File: config.mk
export PLATFORM = sky130hd
export DESIGN_NAME = broadcast_tree_schedule_top
export DESIGN_NICKNAME = d
export VERILOG_FILES = /design/src/sv/bts_pkg.sv /design/src/sv/bts_divider.sv /design/src/sv/bts_datapath.sv /design/src/sv/bts_ctrl.sv /design/src/sv/broadcast_tree_schedule_top.sv
export SDC_FILE = /design/constraint.sdc
export NUM_CORES = 1
export LEC_CHECK = 0
export BUFFER_PORTS_ARGS = -buffer_cell sky130_fd_sc_hd__buf_4
export CELL_PAD_IN_SITES_DETAIL_PLACEMENT = 0
export CELL_PAD_IN_SITES_GLOBAL_PLACEMENT = 1
export CORE_MARGIN = 2
export CORE_UTILIZATION = 50
export CTS_CLUSTER_SIZE = 25
export DETAILED_ROUTE_END_ITERATION = 8
export PLACE_DENSITY_LB_ADDON = 0.3
export RECOVER_POWER = 25
export SLEW_MARGIN = 20
export SYNTH_ARGS = -nofsm -noshare
export SYNTH_HDL_FRONTEND = slang
export SYNTH_SLANG_ARGS = --single-unit
File: constraint.sdc
create_clock -name i_clk -period 8.77 [get_ports i_clk]
set_input_delay 0 -clock i_clk [delete_from_list [all_inputs] [get_ports i_clk]]
set_output_delay 0 -clock i_clk [all_outputs]
set_load 0.02 [all_outputs]
File: src/sv/bts_pkg.sv
`default_nettype none

package bts_pkg;

    // shard counts and field widths
    localparam int MAX_SHARDS = 1024;
    localparam int CNT_W      = 11;
    localparam int IDX_W      = 10;
    localparam int ACT_W      = 3;
    localparam int PROD_W     = IDX_W + CNT_W;

    // shared divider
    localparam int DIV_W     = 11;
    localparam int DIV_CNT_W = 4;

    localparam logic [CNT_W-1:0] MAX_COUNT = CNT_W'(MAX_SHARDS);

    // configuration register indexes
    localparam int CFG_IDX_W = 1;
    localparam logic [CFG_IDX_W-1:0] CFG_NUM_SRC = 1'b0;
    localparam logic [CFG_IDX_W-1:0] CFG_NUM_DST = 1'b1;

    // action codes
    localparam logic [ACT_W-1:0] ACT_NONE       = 3'd0;
    localparam logic [ACT_W-1:0] ACT_SEND_ROOT  = 3'd1;
    localparam logic [ACT_W-1:0] ACT_RECV_SRC   = 3'd2;
    localparam logic [ACT_W-1:0] ACT_RECV_PEER  = 3'd3;
    localparam logic [ACT_W-1:0] ACT_SEND_CHILD = 3'd4;

    typedef struct packed {
        logic             src_present;
        logic [IDX_W-1:0] src_index;
        logic             dst_present;
        logic [IDX_W-1:0] dst_index;
    } t_bts_in;

    typedef struct packed {
        logic [ACT_W-1:0] action;
        logic [IDX_W-1:0] peer_shard;
        logic             last;
    } t_bts_out;

    typedef enum logic [1:0] {
        EMIT_NONE,
        EMIT_ROOT,
        EMIT_RECV,
        EMIT_CHILD
    } t_emit_sel;

    typedef enum logic [3:0] {
        ST_IDLE,
        ST_PER_GO,
        ST_PER_WAIT,
        ST_Q_GO,
        ST_Q_WAIT,
        ST_DECIDE,
        ST_NONE,
        ST_ROOT,
        ST_RECV,
        ST_CHILD
    } t_bts_state;

    typedef struct packed {
        logic      load_in;
        logic      div_start;
        logic      div_sel_q;
        logic      per_load;
        logic      part_load;
        logic      prep_load;
        logic      out_load;
        t_emit_sel out_sel;
        logic      out_last;
        logic      size_shift;
    } t_bts_cmd;

    typedef struct packed {
        logic div_busy;
        logic extra;
        logic root_en;
        logic dst_en;
        logic has_child;
        logic child_ok;
        logic size_one;
        logic out_free;
    } t_bts_sts;

endpackage

`default_nettype wire

File: src/sv/bts_divider.sv
`default_nettype none

module bts_divider import bts_pkg::*; (
    input  wire logic             i_clk,
    input  wire logic             i_rst_n,
    input  wire logic             i_start,
    input  wire logic [DIV_W-1:0] i_dividend,
    input  wire logic [DIV_W-1:0] i_divisor,
    output logic                  o_busy,
    output logic [DIV_W-1:0]      o_quotient,
    output logic [DIV_W-1:0]      o_remainder
);

    logic [DIV_CNT_W-1:0] r_cnt;
    logic [DIV_W-1:0]     r_rem;
    logic [DIV_W-1:0]     r_quo;
    logic [DIV_W-1:0]     r_dvs;

    logic [DIV_W:0]       w_shift;
    logic [DIV_W:0]       w_diff;
    logic                 w_fits;

    // restoring step, one quotient bit per cycle
    assign w_shift = {r_rem, r_quo[DIV_W-1]};
    assign w_fits  = w_shift >= {1'b0, r_dvs};
    assign w_diff  = w_shift - {1'b0, r_dvs};

    always_ff @(posedge i_clk) begin
        if (!i_rst_n) begin
            r_cnt <= '0;
        end else if (i_start) begin
            r_cnt <= DIV_CNT_W'(DIV_W);
        end else if (r_cnt != '0) begin
            r_cnt <= r_cnt - 1'b1;
        end
    end

    always_ff @(posedge i_clk) begin
        if (i_start) begin
            r_rem <= '0;
            r_quo <= i_dividend;
            r_dvs <= i_divisor;
        end else if (r_cnt != '0) begin
            r_rem <= w_fits ? w_diff[DIV_W-1:0] : w_shift[DIV_W-1:0];
            r_quo <= {r_quo[DIV_W-2:0], w_fits};
        end
    end

    assign o_busy      = (r_cnt != '0);
    assign o_quotient  = r_quo;
    assign o_remainder = r_rem;

endmodule

`default_nettype wire

File: src/sv/bts_datapath.sv
`default_nettype none

module bts_datapath import bts_pkg::*; (
    input  wire logic                 i_clk,
    input  wire logic                 i_rst_n,
    input  wire logic                 i_cfg_we,
    input  wire logic [CFG_IDX_W-1:0] i_cfg_idx,
    input  wire logic [CNT_W-1:0]     i_cfg_data,
    input  wire t_bts_in              i_in_data,
    input  wire logic                 i_out_stall,
    output logic                      o_out_valid,
    output t_bts_out                  o_out_data,
    input  wire t_bts_cmd             i_cmd,
    output t_bts_sts                  o_sts
);

    function automatic logic [CNT_W-1:0] clamp_count(input logic [CNT_W-1:0] v);
        logic [CNT_W-1:0] res;
        res = v;
        if (v == '0) res = CNT_W'(1);
        else if (v > MAX_COUNT) res = MAX_COUNT;
        return res;
    endfunction

    logic [CNT_W-1:0]  r_num_src;
    logic [CNT_W-1:0]  r_num_dst;
    t_bts_in           r_in;
    logic [CNT_W-1:0]  r_per;
    logic [PROD_W-1:0] r_partner;
    logic              r_root_en;
    logic              r_extra;
    logic              r_dst_en;
    logic              r_has_child;
    logic [CNT_W-1:0]  r_n;
    logic [IDX_W-1:0]  r_r;
    logic [IDX_W-1:0]  r_size;
    logic [ACT_W-1:0]  r_recv_act;
    logic [IDX_W-1:0]  r_recv_peer;
    logic              r_out_valid;
    t_bts_out          r_out;

    logic [CNT_W-1:0]  w_s;
    logic [CNT_W-1:0]  w_d;
    logic [CNT_W:0]    w_sum;
    logic [DIV_W-1:0]  w_dvd;
    logic [DIV_W-1:0]  w_dvs;
    logic              w_div_busy;
    logic [DIV_W-1:0]  w_quo;
    logic [DIV_W-1:0]  w_rem;
    logic [IDX_W-1:0]  w_r;
    logic [IDX_W-1:0]  w_t;
    logic [CNT_W-1:0]  w_left;
    logic [CNT_W-1:0]  w_n;
    logic [CNT_W-1:0]  w_m;
    logic [CNT_W-1:0]  w_pw;
    logic [IDX_W-1:0]  w_low;
    logic [IDX_W-1:0]  w_size;
    logic [ACT_W-1:0]  w_recv_act;
    logic [IDX_W-1:0]  w_recv_peer;
    logic              w_part_lt;
    logic              w_has_child;
    logic              w_dst_en;
    logic              w_out_free;
    t_bts_out          w_out;

    assign w_s = clamp_count(r_num_src);
    assign w_d = clamp_count(r_num_dst);

    always_ff @(posedge i_clk) begin
        if (!i_rst_n) begin
            r_num_src <= CNT_W'(1);
            r_num_dst <= CNT_W'(1);
        end else if (i_cfg_we) begin
            case (i_cfg_idx)
                CFG_NUM_SRC: r_num_src <= i_cfg_data;
                CFG_NUM_DST: r_num_dst <= i_cfg_data;
                default: ;
            endcase
        end
    end

    // leaves per source: ceil(d / s), then the group of the destination
    assign w_sum = {1'b0, w_d} + {1'b0, w_s} - 1'b1;
    assign w_dvd = i_cmd.div_sel_q ? DIV_W'(r_in.dst_index) : w_sum[DIV_W-1:0];
    assign w_dvs = i_cmd.div_sel_q ? r_per : w_s;

    bts_divider u_div (
        .i_clk       (i_clk),
        .i_rst_n     (i_rst_n),
        .i_start     (i_cmd.div_start),
        .i_dividend  (w_dvd),
        .i_divisor   (w_dvs),
        .o_busy      (w_div_busy),
        .o_quotient  (w_quo),
        .o_remainder (w_rem)
    );

    // rank, group size and first subtree size
    always_comb begin
        w_r    = w_rem[IDX_W-1:0];
        w_t    = r_in.dst_index - w_r;
        w_left = w_d - {1'b0, w_t};
        w_n    = (w_left > r_per) ? r_per : w_left;
        w_m    = w_n - 1'b1;
        w_m    = w_m | (w_m >> 1);
        w_m    = w_m | (w_m >> 2);
        w_m    = w_m | (w_m >> 4);
        w_m    = w_m | (w_m >> 8);
        w_pw   = w_m + 1'b1;
        w_low  = w_r & (~w_r + 1'b1);
        if (w_r == '0) begin
            w_size      = w_pw[IDX_W:1];
            w_recv_act  = ACT_RECV_SRC;
            w_recv_peer = w_quo[IDX_W-1:0];
        end else if (w_r[0]) begin
            w_size      = '0;
            w_recv_act  = ACT_RECV_PEER;
            w_recv_peer = r_in.dst_index - 1'b1;
        end else begin
            w_size      = w_low >> 1;
            w_recv_act  = ACT_RECV_PEER;
            w_recv_peer = r_in.dst_index - w_low;
        end
        w_has_child = !w_r[0] && (({1'b0, w_r} + 1'b1) < w_n);
        w_dst_en    = r_in.dst_present && ({1'b0, r_in.dst_index} < w_d);
        w_part_lt   = r_partner < PROD_W'(w_d);
    end

    always_ff @(posedge i_clk) begin
        if (i_cmd.load_in)   r_in      <= i_in_data;
        if (i_cmd.per_load)  r_per     <= w_quo;
        if (i_cmd.part_load) r_partner <= PROD_W'(r_in.src_index) * PROD_W'(r_per);
        if (i_cmd.prep_load) begin
            r_root_en   <= r_in.src_present && w_part_lt;
            r_extra     <= r_in.src_present && !w_part_lt;
            r_dst_en    <= w_dst_en;
            r_has_child <= w_has_child;
            r_n         <= w_n;
            r_r         <= w_r;
            r_recv_act  <= w_recv_act;
            r_recv_peer <= w_recv_peer;
        end
        if (i_cmd.prep_load)       r_size <= w_size;
        else if (i_cmd.size_shift) r_size <= r_size >> 1;
    end

    // result register
    assign w_out_free = !r_out_valid || !i_out_stall;

    always_comb begin
        w_out.last = i_cmd.out_last;
        case (i_cmd.out_sel)
            EMIT_NONE: begin
                w_out.action     = ACT_NONE;
                w_out.peer_shard = '0;
            end
            EMIT_ROOT: begin
                w_out.action     = ACT_SEND_ROOT;
                w_out.peer_shard = r_partner[IDX_W-1:0];
            end
            EMIT_RECV: begin
                w_out.action     = r_recv_act;
                w_out.peer_shard = r_recv_peer;
            end
            EMIT_CHILD: begin
                w_out.action     = ACT_SEND_CHILD;
                w_out.peer_shard = r_in.dst_index + r_size;
            end
            default: begin
                w_out.action     = ACT_NONE;
                w_out.peer_shard = '0;
            end
        endcase
    end

    always_ff @(posedge i_clk) begin
        if (!i_rst_n) begin
            r_out_valid <= 1'b0;
        end else if (i_cmd.out_load) begin
            r_out_valid <= 1'b1;
        end else if (!i_out_stall) begin
            r_out_valid <= 1'b0;
        end
    end

    always_ff @(posedge i_clk) begin
        if (i_cmd.out_load) r_out <= w_out;
    end

    assign o_out_valid = r_out_valid;
    assign o_out_data  = r_out;

    always_comb begin
        o_sts.div_busy  = w_div_busy;
        o_sts.extra     = r_extra;
        o_sts.root_en   = r_root_en;
        o_sts.dst_en    = r_dst_en;
        o_sts.has_child = r_has_child;
        o_sts.child_ok  = ({2'b0, r_r} + {2'b0, r_size}) < {1'b0, r_n};
        o_sts.size_one  = (r_size == IDX_W'(1));
        o_sts.out_free  = w_out_free;
    end

endmodule

`default_nettype wire

File: src/sv/bts_ctrl.sv
`default_nettype none

module bts_ctrl import bts_pkg::*; (
    input  wire logic     i_clk,
    input  wire logic     i_rst_n,
    input  wire logic     i_in_valid,
    output logic          o_in_stall,
    input  wire t_bts_sts i_sts,
    output t_bts_cmd      o_cmd
);

    t_bts_state r_state;
    t_bts_state n_state;

    always_ff @(posedge i_clk) begin
        if (!i_rst_n) begin
            r_state <= ST_IDLE;
        end else begin
            r_state <= n_state;
        end
    end

    always_comb begin
        n_state = r_state;
        case (r_state)
            ST_IDLE:     if (i_in_valid) n_state = ST_PER_GO;
            ST_PER_GO:   n_state = ST_PER_WAIT;
            ST_PER_WAIT: if (!i_sts.div_busy) n_state = ST_Q_GO;
            ST_Q_GO:     n_state = ST_Q_WAIT;
            ST_Q_WAIT:   if (!i_sts.div_busy) n_state = ST_DECIDE;
            ST_DECIDE: begin
                if (i_sts.extra || (!i_sts.root_en && !i_sts.dst_en)) n_state = ST_NONE;
                else if (i_sts.root_en) n_state = ST_ROOT;
                else n_state = ST_RECV;
            end
            ST_NONE:     if (i_sts.out_free) n_state = ST_IDLE;
            ST_ROOT: begin
                if (i_sts.out_free) n_state = i_sts.dst_en ? ST_RECV : ST_IDLE;
            end
            ST_RECV: begin
                if (i_sts.out_free) n_state = i_sts.has_child ? ST_CHILD : ST_IDLE;
            end
            ST_CHILD: begin
                if ((!i_sts.child_ok || i_sts.out_free) && i_sts.size_one) n_state = ST_IDLE;
            end
            default:     n_state = ST_IDLE;
        endcase
    end

    always_comb begin
        o_cmd         = '0;
        o_cmd.out_sel = EMIT_NONE;
        o_in_stall    = (r_state != ST_IDLE);
        case (r_state)
            ST_IDLE:     o_cmd.load_in = i_in_valid;
            ST_PER_GO:   o_cmd.div_start = 1'b1;
            ST_PER_WAIT: o_cmd.per_load = !i_sts.div_busy;
            ST_Q_GO: begin
                o_cmd.div_start = 1'b1;
                o_cmd.div_sel_q = 1'b1;
                o_cmd.part_load = 1'b1;
            end
            ST_Q_WAIT: begin
                o_cmd.div_sel_q = 1'b1;
                o_cmd.prep_load = !i_sts.div_busy;
            end
            ST_DECIDE: ;
            ST_NONE: begin
                o_cmd.out_load = i_sts.out_free;
                o_cmd.out_sel  = EMIT_NONE;
                o_cmd.out_last = 1'b1;
            end
            ST_ROOT: begin
                o_cmd.out_load = i_sts.out_free;
                o_cmd.out_sel  = EMIT_ROOT;
                o_cmd.out_last = !i_sts.dst_en;
            end
            ST_RECV: begin
                o_cmd.out_load = i_sts.out_free;
                o_cmd.out_sel  = EMIT_RECV;
                o_cmd.out_last = !i_sts.has_child;
            end
            ST_CHILD: begin
                o_cmd.out_load   = i_sts.child_ok && i_sts.out_free;
                o_cmd.out_sel    = EMIT_CHILD;
                o_cmd.out_last   = i_sts.size_one;
                o_cmd.size_shift = !i_sts.child_ok || i_sts.out_free;
            end
            default: ;
        endcase
    end

`ifndef SYNTHESIS
    a_load_free: assert property (@(posedge i_clk) disable iff (!i_rst_n)
        o_cmd.out_load |-> i_sts.out_free)
        else $error("result loaded while output register is held");
    a_div_start: assert property (@(posedge i_clk) disable iff (!i_rst_n)
        o_cmd.div_start |=> i_sts.div_busy)
        else $error("divider did not start");
    a_idle_div: assert property (@(posedge i_clk) disable iff (!i_rst_n)
        (r_state == ST_IDLE) |-> !i_sts.div_busy)
        else $error("divider busy while idle");
`endif

endmodule

`default_nettype wire

File: src/sv/broadcast_tree_schedule_top.sv
// sequence: an accepted transaction goes through two 11-step passes of the shared
//   radix-2 divider, then the result states; a new transaction is taken only once
//   the last result of the previous one has been loaded into the output register
// reset: i_rst_n synchronous active low, clears control state and output valid,
//   sets both shard counts to 1
`default_nettype none

module broadcast_tree_schedule_top import bts_pkg::*; (
    input  wire logic                 i_clk,
    input  wire logic                 i_rst_n,
    // configuration write port
    input  wire logic                 i_cfg_we,
    input  wire logic [CFG_IDX_W-1:0] i_cfg_idx,
    input  wire logic [CNT_W-1:0]     i_cfg_data,
    // request channel
    input  wire logic                 i_in_valid,
    output logic                      o_in_stall,
    input  wire t_bts_in              i_in_data,
    // result channel
    output logic                      o_out_valid,
    input  wire logic                 i_out_stall,
    output t_bts_out                  o_out_data
);

    // controller sequences one transaction at a time:
    //   leaves per source = ceil(d / s) on the divider
    //   partner multiply in the datapath, group/rank division on the same divider
    //   prep registers rank, group size and first subtree size
    //   results go out through a single output register, one per cycle while not
    //   stalled, so a new transaction is taken while the last result still waits
    t_bts_cmd w_cmd;
    t_bts_sts w_sts;

    bts_ctrl u_ctrl (
        .i_clk      (i_clk),
        .i_rst_n    (i_rst_n),
        .i_in_valid (i_in_valid),
        .o_in_stall (o_in_stall),
        .i_sts      (w_sts),
        .o_cmd      (w_cmd)
    );

    // datapath holds config, divider, tree walk and the result register
    bts_datapath u_dp (
        .i_clk       (i_clk),
        .i_rst_n     (i_rst_n),
        .i_cfg_we    (i_cfg_we),
        .i_cfg_idx   (i_cfg_idx),
        .i_cfg_data  (i_cfg_data),
        .i_in_data   (i_in_data),
        .i_out_stall (i_out_stall),
        .o_out_valid (o_out_valid),
        .o_out_data  (o_out_data),
        .i_cmd       (w_cmd),
        .o_sts       (w_sts)
    );

endmodule

`default_nettype wire

==> results.txt <==
Sink Count - 178
Avg Cell Area, Syn - 9.26 um2
DP Area - 16100 um2
Die area - 32100 um2
Largest net degree at the start of global routing - 51
Slew @ Worst Pin - 1.10 ns
Run status - finished clean
Critical Path Sink Type - flip-flop
Hold Vio Cnt, Final - 0
Grt ovf - 0
Vias in the first global route - 11700
Rows - 64
WL/cell - 19.3 um
Crit path DAT - 8.27 ns
GR Util All Layers - 26.8%
Area share of the largest cell type after synthesis - 26.6%
Root buf cell - clkbuf_16
Area of the multi-input gates - 9470 um2
HPWL after DPL - 32.2 mm
Mapped Area - 15300 um2
Synth Register Bits - 178
CTS tree - done
Fillers - 2789
Syn nets - 1960
Clock slew at reported path FFs - 0.08 ns
Die Wd - 179 um
Via-to-Cell Ratio - 5.63
Core Region - 30400 um2
Final setup viols - 0
Post-synth EDFFs - 136
H-tree Lvls - 4
Syn-to-layout area delta - 11.2%
Max FO, Critical Path - 12
# diodes - 0
Initial antenna violation count - 0
Total CTS buffers - 17
Die Y-Extent - 179 um
RSZ-0062 raised after global routing - false
Reg area - 4930 um2
Unique masters post-synth - 82
Clock skew - 0.0179 ns
CP required - 8.96 ns
Max_cap viols - 0
Max Transition Viols Final - 0
Min Hold Slack - 0.136 ns
Worst rel slew slack - 26.7%
Later-pin clock latency in the skew report - 0.45 ns
Post-route design area - 17100 um2
Mapped Cells - 1656
Final period demand of the worst path - 8.09 ns
Yosys warning total - 0
Share of layout cells above drive strength 1 - 7.02%
Detailed Route Iter0 Violations - 817
Post-synthesis sequential area ratio - 32.1%
Most used cell, CP - nand2_1
Post-synthesis async set-or-reset flop share - 0%
Max frequency - 0.124 GHz
Routed Wire Length - 41.1 mm
DRC viols - 0
Worst Slack Setup Final - 0.684 ns
Worst path max stage delay - 0.43 ns
Dominant synthesized flop cell - edfxtp_1
Critical path type - reg -> reg
Top cells by count, synth - nand2_1, inv_1, ha_1
Port Buffers - 54
Initial Util - 50.4%
I/O pins - 55
Drt first pass iters - 5
DR vias - 12000
First-pass GRT wire length - 65.0 mm
CP max-delay cell - edfxtp_1
Final #Nets - 2029
Post-synth top area cell - edfxtp_1
Startpoint Class - flip-flop
Longest Clk Path Bufs - 2
Remaining antenna violation count - 0
Hold Path Class - in -> reg
Setup_tns - 0 ns
Top-count cell post-synth - nand2_1
Top post-synthesis cells by area - edfxtp_1, ha_1, fa_1
Period utilization - 92.2%
DP Worst Slack - 0.423 ns
GPL Wtd Cong - 0.911
[cell usage in the layout, fill, tap and decap left out, types with 41 or more instances in the layout]
| cell | instances |
|---|---|
| nand2_1 | 202 |
| inv_1 | 200 |
| ha_1 | 187 |
| edfxtp_1 | 136 |
| a21oi_1 | 105 |
| nor2_1 | 86 |
| fa_1 | 77 |
| o21ai_0 | 74 |
| and2_1 | 63 |
| xnor2_1 | 59 |
| dfxtp_1 | 41 |
[metal layers]
metal  track usage, %  wire length (um)  up-vias
li1                 -                 -     5845
met1             38.1             19300     5781
met2             43.6             19000      340
met3             3.33              2060       47
met4             6.38               731        0
met5                0                 0        -
[layout make-up]
class | instances | area share, %
multi-input combinational | 1216 | 55.5
sequential | 178 | 28.9
timing repair buffer | 105 | 4.74
inverter | 207 | 4.55
clock buffer | 18 | 2.64
clock inverter | 14 | 0.763
tap | 396 | 2.90
[final timing paths]
kind	from	end	slack (ns)	depth (start not counted)
max	u_dp.r_in[0]$_DFFE_PP_	u_dp.r_size[9]$_SDFFCE_PN0P_	0.68	41
min	i_cfg_we	u_dp.r_num_src[6]$_SDFFE_PN0P_	0.14	4
max reg2reg	u_dp.r_in[0]$_DFFE_PP_	u_dp.r_size[9]$_SDFFCE_PN0P_	0.68	41
min reg2reg	u_dp.u_div.o_quotient[10]$_DFFE_PP_	u_dp.r_per[10]$_DFFE_PP_	0.46	0
[kinds of logic after synthesis]
logic type               count (synthesis)  synth area share, %
flip-flops                             178                 32.1
multiplexers                            13                0.930
buffers and inverters                  262                 6.51
AND/OR/NAND/NOR                        516                 16.2
AO/OA/AOI/OAI                          342                 14.3
XOR/XNOR                                80                 4.57
adder cells (fa/ha/maj)                265                 25.4
[sequential cells by signal, summed over array words and instances (netlist names), 11 cells and up]
| name | cells |
|---|---|
| u_dp.u_div.r_dvs | 11 |
| u_dp.r_num_src | 11 |
| u_dp.r_per | 11 |
| u_dp.u_div.o_remainder | 11 |
| u_dp.u_div.o_quotient | 11 |
| u_dp.r_n | 11 |
| u_dp.r_in | 22 |
| u_dp.r_num_dst | 11 |
| u_dp.o_out_data | 14 |
| u_dp.r_partner | 21 |
[through the flow]
stage | cells | utilization, %
after floorplan | 1656 | -
after global placement | 2063 | 53.0
after detailed placement | 2063 | 53.0
after CTS | 2132 | 56.1
after global routing | 2134 | 56.1
final | 2134 | 56.1
[timing repair]
item	4_1_cts	5_1_grt
buffers inserted	0	2
setup endpoints to repair	0	5
hold buffers	37	0
hold endpoints to repair	46	0
resized for setup	0	9
[worst max-delay path: cells and delay by family (launching register included)]
| kind | cells | cell delay, ns |
|---|---|---|
| flops | 1 | 0.43 |
| simple gates | 14 | 1.86 |
| xor+xnor | 2 | 0.32 |
| buf+inv | 4 | 0.58 |
| compound gates | 14 | 2.54 |
| mux | 1 | 0.34 |
| fa+ha+maj | 6 | 1.76 |
Power is left out: the tool's default activity adds up to more than one toggle a clock period on the data nets, which glitch-free logic cannot reach.
